$ cat config.mk
export PLATFORM = sky130hd
export DESIGN_NAME = c_comment_splitter
export DESIGN_NICKNAME = d
export VERILOG_FILES = /design/src/hw/rtl/ccs_pkg.sv /design/src/hw/rtl/c_comment_splitter.sv /design/src/hw/rtl/ccs_front.sv /design/src/hw/rtl/ccs_queue.sv /design/src/hw/rtl/ccs_back.sv
export SDC_FILE = /design/constraint.sdc
export NUM_CORES = 1
export LEC_CHECK = 0
export ABC_AREA = 1
export BUFFER_PORTS_ARGS = -buffer_cell sky130_fd_sc_hd__clkbuf_2
export CORE_MARGIN = 5
export CORE_UTILIZATION = 65
export DETAILED_ROUTE_END_ITERATION = 16
export PLACE_DENSITY = 0.83
export RECOVER_POWER = 25
export SLEW_MARGIN = 20
export SYNTH_ARGS = -nofsm -noshare
export SYNTH_HDL_FRONTEND = slang
export SYNTH_SLANG_ARGS = --single-unit
$ cat constraint.sdc
create_clock -name clock -period 9.75 [get_ports clock]
set_clock_uncertainty 0.15 [all_clocks]
set_input_delay 1.4625 -clock clock [delete_from_list [all_inputs] [get_ports clock]]
set_output_delay 1.4625 -clock clock [all_outputs]
set_load 0.05 [all_outputs]
$ cat src/hw/rtl/ccs_pkg.sv
// ----------------------------------------------------------------------------
// ccs_pkg: shared types and constants
// Character codes and the result bundle that travels from the front part,
// through the queue, to the back part of the comment splitter.
// ----------------------------------------------------------------------------
`default_nettype none

package ccs_pkg;

   // Characters the splitter reacts to or emits
   localparam logic [7:0] CHAR_SLASH   = 8'h2F;
   localparam logic [7:0] CHAR_STAR    = 8'h2A;
   localparam logic [7:0] CHAR_NEWLINE = 8'h0A;
   localparam logic [7:0] CHAR_SPACE   = 8'h20;
   localparam logic [7:0] CHAR_NONE    = 8'h00;

   // Up to four results per item
   localparam int RES_MAX = 4;
   localparam int CNT_W   = 3;
   localparam int IDX_W   = 2;

   // Bundle queue
   localparam int QUEUE_DEPTH = 4;
   localparam int QPTR_W      = 2;
   localparam int QCNT_W      = 3;

   // All results caused by one item
   typedef struct packed {
      logic [CNT_W-1:0]          count;
      logic [RES_MAX-1:0][7:0]   bytes;
      logic [RES_MAX-1:0]        comment;
   } bundle_type;

endpackage

`default_nettype wire

$ cat src/hw/rtl/c_comment_splitter.sv
// An item's first result goes through the queue and then the output register before rsp.
// Throughput: one item per cycle while items average at most one result and rsp is not
// stalled; the output register drains one result per cycle while rsp_tready is high.
// A four-entry queue of per-item result bundles lets intake run up to four items ahead.
// Reset: synchronous, active high; clears modes, held byte, queue and output valid.
// ----------------------------------------------------------------------------
// c_comment_splitter: source text splitter into code and comment streams
// Front part classifies bytes with one byte of look-ahead, back part emits.
// ----------------------------------------------------------------------------
`default_nettype none

module c_comment_splitter import ccs_pkg::*; (
   input  wire logic       clock,
   input  wire logic       reset,
   input  wire logic       req_tvalid,
   output logic            req_tready,
   input  wire logic [7:0] req_tdata,   // [7:0] ch
   input  wire logic       req_tlast,   // end_of_text
   output logic            rsp_tvalid,
   input  wire logic       rsp_tready,
   output logic [7:0]      rsp_tdata,   // [7:0] out_byte
   output logic            rsp_tuser,   // to_comment
   output logic            rsp_tlast    // last_of_run
);

   logic        push;
   bundle_type  push_data;
   logic        full;
   logic        pop;
   bundle_type  head;
   logic        empty;

   ccs_front u_front (
      .clock     (clock),
      .reset     (reset),
      .in_valid  (req_tvalid),
      .in_ready  (req_tready),
      .in_ch     (req_tdata),
      .in_last   (req_tlast),
      .push      (push),
      .push_data (push_data),
      .full      (full)
   );

   ccs_queue u_queue (
      .clock     (clock),
      .reset     (reset),
      .push      (push),
      .push_data (push_data),
      .full      (full),
      .pop       (pop),
      .head      (head),
      .empty     (empty)
   );

   ccs_back u_back (
      .clock       (clock),
      .reset       (reset),
      .head        (head),
      .empty       (empty),
      .pop         (pop),
      .out_valid   (rsp_tvalid),
      .out_ready   (rsp_tready),
      .out_byte    (rsp_tdata),
      .out_comment (rsp_tuser),
      .out_last    (rsp_tlast)
   );

endmodule

`default_nettype wire

$ cat src/hw/rtl/ccs_front.sv
// ----------------------------------------------------------------------------
// ccs_front: item intake and classification
// Holds one byte back, judges it against the incoming byte, tracks the
// comment modes and builds the bundle of results for each item.
// ----------------------------------------------------------------------------
`default_nettype none

module ccs_front import ccs_pkg::*; (
   input  wire logic       clock,
   input  wire logic       reset,
   input  wire logic       in_valid,
   output logic            in_ready,
   input  wire logic [7:0] in_ch,
   input  wire logic       in_last,
   output logic            push,
   output bundle_type      push_data,
   input  wire logic       full
);

   // Outcome of judging one byte with its look-ahead
   typedef struct packed {
      logic [1:0]       n;
      logic [2:0][7:0]  b;
      logic [2:0]       cm;
      logic             line;
      logic             block;
      logic             skip;
   } judge_type;

   function automatic judge_type judge(input logic [7:0] c, input logic [7:0] la,
                                       input logic line, input logic block);
      judge_type r;
      r       = '0;
      r.line  = line;
      r.block = block;
      priority if (c == CHAR_SLASH && la == CHAR_SLASH) begin
         r.line = 1'b1;
      end else if (c == CHAR_SLASH && la == CHAR_STAR) begin
         r.block = 1'b1;
      end else if (line && c == CHAR_NEWLINE) begin
         r.line  = 1'b0;
         r.n     = 2'd2;
         r.b[0]  = CHAR_NEWLINE;
         r.cm[0] = 1'b1;
         r.b[1]  = CHAR_NEWLINE;
         r.cm[1] = 1'b0;
      end else if (block && c == CHAR_STAR && la == CHAR_SLASH) begin
         r.block = 1'b0;
         r.skip  = 1'b1;
         r.n     = 2'd3;
         r.b[0]  = CHAR_NEWLINE;
         r.cm[0] = 1'b1;
         r.b[1]  = CHAR_SPACE;
         r.cm[1] = 1'b1;
         r.b[2]  = CHAR_NEWLINE;
         r.cm[2] = 1'b0;
      end else if (block || line) begin
         if (c != CHAR_SLASH && c != CHAR_STAR) begin
            r.n     = 2'd1;
            r.b[0]  = c;
            r.cm[0] = 1'b1;
         end
      end else begin
         r.n     = 2'd1;
         r.b[0]  = c;
         r.cm[0] = 1'b0;
      end
      return r;
   endfunction

   logic [7:0]  held_byte_ff, held_byte_in;
   logic        held_valid_ff, held_valid_in;
   logic        line_ff, line_in;
   logic        block_ff, block_in;
   logic        accept;
   judge_type   first_j;
   judge_type   second_j;
   logic        second_en;
   bundle_type  bundle;

   assign in_ready = !full;
   assign accept   = in_valid && !full;

   // Held byte against the new byte, then the new byte at end of text
   always_comb begin
      if (held_valid_ff) begin
         first_j = judge(held_byte_ff, in_ch, line_ff, block_ff);
      end else begin
         first_j       = '0;
         first_j.line  = line_ff;
         first_j.block = block_ff;
      end
      second_en = in_last && !first_j.skip;
      if (second_en) begin
         second_j = judge(in_ch, CHAR_NONE, first_j.line, first_j.block);
      end else begin
         second_j = '0;
      end
   end

   // Pack both outcomes into one bundle, second after first
   always_comb begin
      bundle       = '0;
      bundle.count = {1'b0, first_j.n} + {1'b0, second_j.n};
      for (int i = 0; i < 3; i++) begin
         if (2'(i) < first_j.n) begin
            bundle.bytes[i]   = first_j.b[i];
            bundle.comment[i] = first_j.cm[i];
         end
      end
      for (int i = 0; i < RES_MAX; i++) begin
         for (int j = 0; j < 3; j++) begin
            if (2'(j) < second_j.n && ({1'b0, first_j.n} + CNT_W'(j)) == CNT_W'(i)) begin
               bundle.bytes[i]   = second_j.b[j];
               bundle.comment[i] = second_j.cm[j];
            end
         end
      end
   end

   assign push      = accept && (bundle.count != '0);
   assign push_data = bundle;

   // Mode and held byte update
   always_comb begin
      held_byte_in  = held_byte_ff;
      held_valid_in = held_valid_ff;
      line_in       = line_ff;
      block_in      = block_ff;
      if (accept) begin
         if (in_last) begin
            held_byte_in  = '0;
            held_valid_in = 1'b0;
            line_in       = 1'b0;
            block_in      = 1'b0;
         end else begin
            line_in  = first_j.line;
            block_in = first_j.block;
            if (first_j.skip) begin
               held_byte_in  = '0;
               held_valid_in = 1'b0;
            end else begin
               held_byte_in  = in_ch;
               held_valid_in = 1'b1;
            end
         end
      end
   end

   always_ff @(posedge clock) begin
      if (reset) begin
         held_byte_ff  <= '0;
         held_valid_ff <= 1'b0;
         line_ff       <= 1'b0;
         block_ff      <= 1'b0;
      end else begin
         held_byte_ff  <= held_byte_in;
         held_valid_ff <= held_valid_in;
         line_ff       <= line_in;
         block_ff      <= block_in;
      end
   end

endmodule

`default_nettype wire

$ cat src/hw/rtl/ccs_queue.sv
// ----------------------------------------------------------------------------
// ccs_queue: bundle queue
// Short first-in first-out queue of result bundles between front and back.
// ----------------------------------------------------------------------------
`default_nettype none

module ccs_queue import ccs_pkg::*; (
   input  wire logic       clock,
   input  wire logic       reset,
   input  wire logic       push,
   input  wire bundle_type push_data,
   output logic            full,
   input  wire logic       pop,
   output bundle_type      head,
   output logic            empty
);

   bundle_type              store_ff [QUEUE_DEPTH];
   logic [QPTR_W-1:0]       wr_ptr_ff, wr_ptr_in;
   logic [QPTR_W-1:0]       rd_ptr_ff, rd_ptr_in;
   logic [QCNT_W-1:0]       count_ff, count_in;
   logic                    do_push;
   logic                    do_pop;

   assign full    = (count_ff == QCNT_W'(QUEUE_DEPTH));
   assign empty   = (count_ff == '0);
   assign do_push = push && !full;
   assign do_pop  = pop && !empty;
   assign head    = store_ff[rd_ptr_ff];

   // Pointer and fill count
   always_comb begin
      wr_ptr_in = do_push ? wr_ptr_ff + 1'b1 : wr_ptr_ff;
      rd_ptr_in = do_pop ? rd_ptr_ff + 1'b1 : rd_ptr_ff;
      count_in  = count_ff;
      if (do_push && !do_pop) begin
         count_in = count_ff + 1'b1;
      end else if (do_pop && !do_push) begin
         count_in = count_ff - 1'b1;
      end
   end

   always_ff @(posedge clock) begin
      if (reset) begin
         wr_ptr_ff <= '0;
         rd_ptr_ff <= '0;
         count_ff  <= '0;
      end else begin
         wr_ptr_ff <= wr_ptr_in;
         rd_ptr_ff <= rd_ptr_in;
         count_ff  <= count_in;
      end
   end

   // Payload storage
   always_ff @(posedge clock) begin
      if (do_push) begin
         store_ff[wr_ptr_ff] <= push_data;
      end
   end

endmodule

`default_nettype wire

$ cat src/hw/rtl/ccs_back.sv
// ----------------------------------------------------------------------------
// ccs_back: result serializer
// Walks the head bundle one result per cycle into the output register, unless out_ready stalls it.
// ----------------------------------------------------------------------------
`default_nettype none

module ccs_back import ccs_pkg::*; (
   input  wire logic       clock,
   input  wire logic       reset,
   input  wire bundle_type head,
   input  wire logic       empty,
   output logic            pop,
   output logic            out_valid,
   input  wire logic       out_ready,
   output logic [7:0]      out_byte,
   output logic            out_comment,
   output logic            out_last
);

   logic             valid_ff, valid_in;
   logic [7:0]       byte_ff, byte_in;
   logic             comment_ff, comment_in;
   logic             last_ff, last_in;
   logic [IDX_W-1:0] idx_ff, idx_in;
   logic             load;
   logic             slot_last;

   assign load      = !empty && (!valid_ff || out_ready);
   assign slot_last = ({1'b0, idx_ff} + CNT_W'(1)) == head.count;
   assign pop       = load && slot_last;

   // Next output item and slot index
   always_comb begin
      valid_in   = valid_ff;
      byte_in    = byte_ff;
      comment_in = comment_ff;
      last_in    = last_ff;
      idx_in     = idx_ff;
      if (load) begin
         valid_in   = 1'b1;
         byte_in    = head.bytes[idx_ff];
         comment_in = head.comment[idx_ff];
         last_in    = slot_last;
         idx_in     = slot_last ? '0 : idx_ff + 1'b1;
      end else if (out_ready) begin
         valid_in = 1'b0;
      end
   end

   always_ff @(posedge clock) begin
      if (reset) begin
         valid_ff <= 1'b0;
         idx_ff   <= '0;
      end else begin
         valid_ff <= valid_in;
         idx_ff   <= idx_in;
      end
   end

   always_ff @(posedge clock) begin
      byte_ff    <= byte_in;
      comment_ff <= comment_in;
      last_ff    <= last_in;
   end

   assign out_valid   = valid_ff;
   assign out_byte    = byte_ff;
   assign out_comment = comment_ff;
   assign out_last    = last_ff;

endmodule

`default_nettype wire

==> run_summary.xml <==
<?xml version="1.0" encoding="UTF-8"?>
<metrics>
  <group name="run_status">
    <metric name="run_status" unit="">finished with violations</metric>
    <metric name="failing_checks" unit="">capacitance limit, slew limit</metric>
  </group>
  <group name="sta">
    <metric name="drv_slew" unit="">153</metric>
    <metric name="hold_viol_final" unit="">0</metric>
    <metric name="maxSlewHeadroom" unit="">-1.200</metric>
    <metric name="layout_min_cycle_time" unit="ns">6.099</metric>
    <metric name="finalSetupViolCount" unit="">0</metric>
    <metric name="worst_hold_slack" unit="ns">0.3267</metric>
    <metric name="max_clock_freq" unit="MHz">164.0</metric>
    <metric name="grt_setup_unrepaired" unit="">no</metric>
    <metric name="min_period_over_period" unit="">0.6256</metric>
    <metric name="final.setup.worst_slack" unit="ns">3.651</metric>
    <metric name="fin_setup_tns" unit="ns">0</metric>
    <metric name="tightestPinTransition" unit="ns">3.300</metric>
  </group>
  <group name="cts">
    <metric name="clock_tree_from_tritoncts" unit="">built</metric>
    <metric name="max-clock-path-buffers" unit="">2</metric>
    <metric name="clk_pin_slew" unit="ns">0.07</metric>
    <metric name="cts-root-buf" unit="">sky130_fd_sc_hd__clkbuf_16</metric>
    <metric name="cts_setup_buffers" unit="">0</metric>
    <metric name="cts_made_buffers" unit="">17</metric>
    <metric name="cts.repair.resized" unit="">0</metric>
    <metric name="clock_tree.htree_level_count" unit="">4</metric>
    <metric name="hold_buffers" unit="">0</metric>
    <metric name="numClockSinks" unit="">189</metric>
    <metric name="clkLatencyLatePin" unit="ns">0.43</metric>
  </group>
  <group name="logic_synthesis">
    <metric name="synth.lib_cells_used.distinct" unit="">42</metric>
    <metric name="post_synth_inst_count" unit="">727</metric>
    <metric name="synth_async_sr_flop_share" unit="">0</metric>
    <metric name="yosys-mux-area-fraction" unit="">0</metric>
    <metric name="synthesis.area_per_instance" unit="µm²">11.32</metric>
    <metric name="synthAdderAreaFrac" unit="">0.01550</metric>
    <metric name="synth_top_family_by_area" unit="">simple AND/OR/NAND/NOR gates</metric>
    <metric name="synth_compound_gate_area_share" unit="">0.1181</metric>
    <metric name="ys_dominant_reg_cell" unit="">sky130_fd_sc_hd__edfxtp_1</metric>
    <metric name="synth.ff_latch_count" unit="">189</metric>
    <metric name="synthXorXnorAreaFrac" unit="">0.004103</metric>
    <metric name="seq_area_frac_synth" unit="">0.6614</metric>
    <metric name="post_synth_instance_area" unit="mm²">0.008233</metric>
    <metric name="synth-edff-count" unit="">166</metric>
    <metric name="yosysWarningCount" unit="">0</metric>
    <metric name="post_synth_and_or_nand_nor_area_fraction" unit="">0.1547</metric>
  </group>
  <group name="worst_setup_path">
    <metric name="worst_path_largest_cell_delay" unit="ns">2.31</metric>
    <metric name="critPathArrivalTime" unit="ns">6.12</metric>
    <metric name="critical_path.startpoint_type" unit="">register</metric>
    <metric name="critPathKind" unit="">register to register</metric>
    <metric name="cpMostUsedCell" unit="">sky130_fd_sc_hd__clkbuf_1</metric>
    <metric name="crit_path_top_delay_cell" unit="">sky130_fd_sc_hd__clkbuf_1</metric>
    <metric name="crit_fanout" unit="">79</metric>
    <metric name="endpoint_kind" unit="">register</metric>
    <metric name="timing.critical_path.cells" unit="">clkbuf_1, inv_1, clkbuf_1, o21ai_0, o22ai_1, o211ai_1, nand2_1</metric>
    <metric name="cp.required" unit="ns">9.77</metric>
  </group>
  <group name="cells_and_area">
    <metric name="layout.cells.non_filler" unit="">967</metric>
    <metric name="post_route_cells_drive_above_1_share" unit="">0.1082</metric>
    <metric name="design.final.nets" unit="">804</metric>
    <metric name="filler_cell_count" unit="">873</metric>
    <metric name="flow.area_growth_from_synthesis" unit="%">11.02</metric>
    <metric name="ant_cells" unit="">0</metric>
  </group>
  <group name="pwr">
    <metric name="leakagePower" unit="nW">3.343</metric>
    <metric name="peakVddDrop" unit="V">0.0001637</metric>
    <metric name="power-per-cell-area" unit="mW/mm²">251.2</metric>
    <metric name="power.total" unit="mW">2.296</metric>
  </group>
  <group name="worst_hold_path">
    <metric name="min_path_type" unit="">register to register</metric>
    <metric name="hold_start" unit="">u_queue.rd_ptr_ff[1]</metric>
  </group>
  <group name="detailed_routing">
    <metric name="finalWirelength" unit="µm">18420</metric>
    <metric name="drt_iter0_markers" unit="">630</metric>
    <metric name="antenna_violating_nets_post_route" unit="">0</metric>
    <metric name="number_of_remaining_drc_errors" unit="">0</metric>
    <metric name="detailed_routing_iterations_pass_1" unit="">5</metric>
    <metric name="wl_per_cell" unit="µm">19.05</metric>
    <metric name="detail_route.vias_per_cell" unit="">5.931</metric>
    <metric name="vias" unit="">5735</metric>
  </group>
  <group name="global_routing">
    <metric name="initial_antenna_violation_count" unit="">0</metric>
    <metric name="grt_max_degree" unit="">80</metric>
    <metric name="grt_first_pass_wirelength" unit="µm">29330</metric>
    <metric name="number_of_global_route_vias_before_repair" unit="">5747</metric>
    <metric name="global_route.usage.total" unit="">0.2625</metric>
    <metric name="overflow" unit="">0</metric>
  </group>
  <group name="placed_design">
    <metric name="routabilityCongestion" unit="">1.009</metric>
    <metric name="dpl_worst_slack" unit="ns">4.071</metric>
    <metric name="place.port_buffers" unit="">24</metric>
    <metric name="detailed_place_hpwl" unit="µm">11420</metric>
    <metric name="dp_cells" unit="">935</metric>
  </group>
  <group name="floorplan">
    <metric name="die-width" unit="µm">122.5</metric>
    <metric name="dieHeight" unit="µm">122.5</metric>
    <metric name="fp.coreArea" unit="mm²">0.01252</metric>
    <metric name="initial_utilization" unit="">0.6577</metric>
    <metric name="num_io_pins" unit="">25</metric>
    <metric name="placement_rows" unit="">41</metric>
    <metric name="floorplan.die_area" unit="mm²">0.01502</metric>
  </group>
  <group name="job">
    <metric name="drv_cap" unit="">2</metric>
  </group>
</metrics>
final cells by class:
class	instances	area [µm²]	share of cell area
inverters	63	239.0	0.02615
clock buffers	18	439.2	0.04805
flip-flops and latches	189	5446	0.5959
well taps	172	215.2	0.02355
clock inverters	14	127.6	0.01396
repair buffers	34	167.7	0.01834
multi-input cells	477	2505	0.2741
per-stage QoR:
stage,util,instance area [µm²]
after global routing,0.7302,9140
after global placement,0.6934,8680
after detailed placement,0.6934,8680
after floorplan,-,8364
after CTS,0.7387,9246
final,0.7302,9140
registers in the layout (all words and copies together) (netlist names), named ones only:
name and count:
u_queue.wr_ptr_ff 2, u_back.out_byte 8, u_back.idx_ff 2, u_queue.rd_ptr_ff 2, u_back.out_valid 1, u_front.held_byte_ff 8
u_queue.store_ff 156, u_back.out_last 1, u_queue.count_ff 3, u_front.line_ff 1, u_back.out_comment 1, u_front.block_ff 1
u_front.held_valid_ff 1
final timing paths:
| kind | to | cells past startpoint | slack (ns) |
|---|---|---|---|
| setup / recovery | u_back.out_byte[0] | 7 | 3.65 |
| hold / removal | register | 2 | 0.33 |
| setup reg to reg | u_back.out_byte[0] | 7 | 3.65 |
| hold reg to reg | register | 2 | 0.33 |
layout by cell type, fill, tap and decap left out, types with 12 or more instances in the layout:
master | netlist | final
sky130_fd_sc_hd__nand2_1 | 87 | 91
sky130_fd_sc_hd__edfxtp_1 | 166 | 166
sky130_fd_sc_hd__clkbuf_16 | 0 | 17
sky130_fd_sc_hd__o21ai_0 | 80 | 85
sky130_fd_sc_hd__nor2_1 | 107 | 105
sky130_fd_sc_hd__nand4_1 | 12 | 12
sky130_fd_sc_hd__a21oi_1 | 21 | 21
sky130_fd_sc_hd__o221ai_1 | 30 | 30
sky130_fd_sc_hd__dfxtp_1 | 23 | 22
sky130_fd_sc_hd__nand3_1 | 32 | 34
sky130_fd_sc_hd__inv_1 | 51 | 54
sky130_fd_sc_hd__clkbuf_1 | 24 | 16
sky130_fd_sc_hd__conb_1 | 1 | 36
critical path: cells and delay by family, from the launching register on:
kind | cells | cell delay, ns
buffers and inverters | 3 | 4.23
and+or+nand+nor | 1 | 0.09
AOI/OAI and AO/OA | 3 | 1.03
DFF | 1 | 0.31
cells by family (layout without fill, tap and decap cells):
| family | count (synthesis) | after routing |
|---|---|---|
| other | 1 | 36 |
| AOI/OAI and AO/OA | 160 | 160 |
| xor gates and xnor gates | 3 | 3 |
| DFF | 189 | 189 |
| buffers and inverters | 96 | 129 |
| and+or+nand+nor | 269 | 269 |
| adders and majority gates | 9 | 9 |
synth_stat cells (2+ instances only):
cell type                  instances  area, µm²
sky130_fd_sc_hd__o21ai_2           2      17.52
sky130_fd_sc_hd__clkbuf_1         24      90.09
sky130_fd_sc_hd__buf_1             3      11.26
sky130_fd_sc_hd__nor2_2            8      50.05
sky130_fd_sc_hd__nand2_4           2      22.52
sky130_fd_sc_hd__edfxtp_1        166       4985
sky130_fd_sc_hd__ha_1              7      87.58
sky130_fd_sc_hd__nand4_1          12      75.07
sky130_fd_sc_hd__buf_2             5      25.02
sky130_fd_sc_hd__xor2_1            2      17.52
sky130_fd_sc_hd__o211ai_1          7      52.55
sky130_fd_sc_hd__nor2_4            4      45.04
sky130_fd_sc_hd__nand2_8           2      40.04
sky130_fd_sc_hd__o21ai_0          80      400.4
sky130_fd_sc_hd__nor2_1          107      401.6
sky130_fd_sc_hd__nand2_2           3      18.77
sky130_fd_sc_hd__o22ai_1          10      62.56
sky130_fd_sc_hd__nand3_4           3      52.55
sky130_fd_sc_hd__inv_1            51      191.4
sky130_fd_sc_hd__nor3_1            3      15.01
sky130_fd_sc_hd__a21oi_1          21      105.1
sky130_fd_sc_hd__dfxtp_1          23      460.4
sky130_fd_sc_hd__nand2_1          87      326.6
sky130_fd_sc_hd__nand3_2           3      30.03
sky130_fd_sc_hd__fa_1              2      40.04
sky130_fd_sc_hd__o21ai_1           5      25.02
sky130_fd_sc_hd__nand3_1          32      160.2
sky130_fd_sc_hd__o221ai_1         30      262.8
sky130_fd_sc_hd__inv_2            10      37.54
report_power, final:
part / leakage, nW / total, mW / switching, mW / internal (mW)
Clock: 0.267 / 0.653 / 0.310 / 0.343
Combinational: 1.34 / 0.607 / 0.453 / 0.153
Sequential: 1.74 / 1.04 / 0.0394 / 0.997
layer usage:
metal,wire length (µm),part of all wire,track usage,vias up
met5,0,0,0,-
met3,1423,0.077,0.04516,27
met1,7485,0.41,0.3459,2774
met4,323,0.018,0.07978,0
met2,9186,0.50,0.4497,265
li1,-,-,-,2669
No activity file was read; power rests on OpenSTA's default activity.
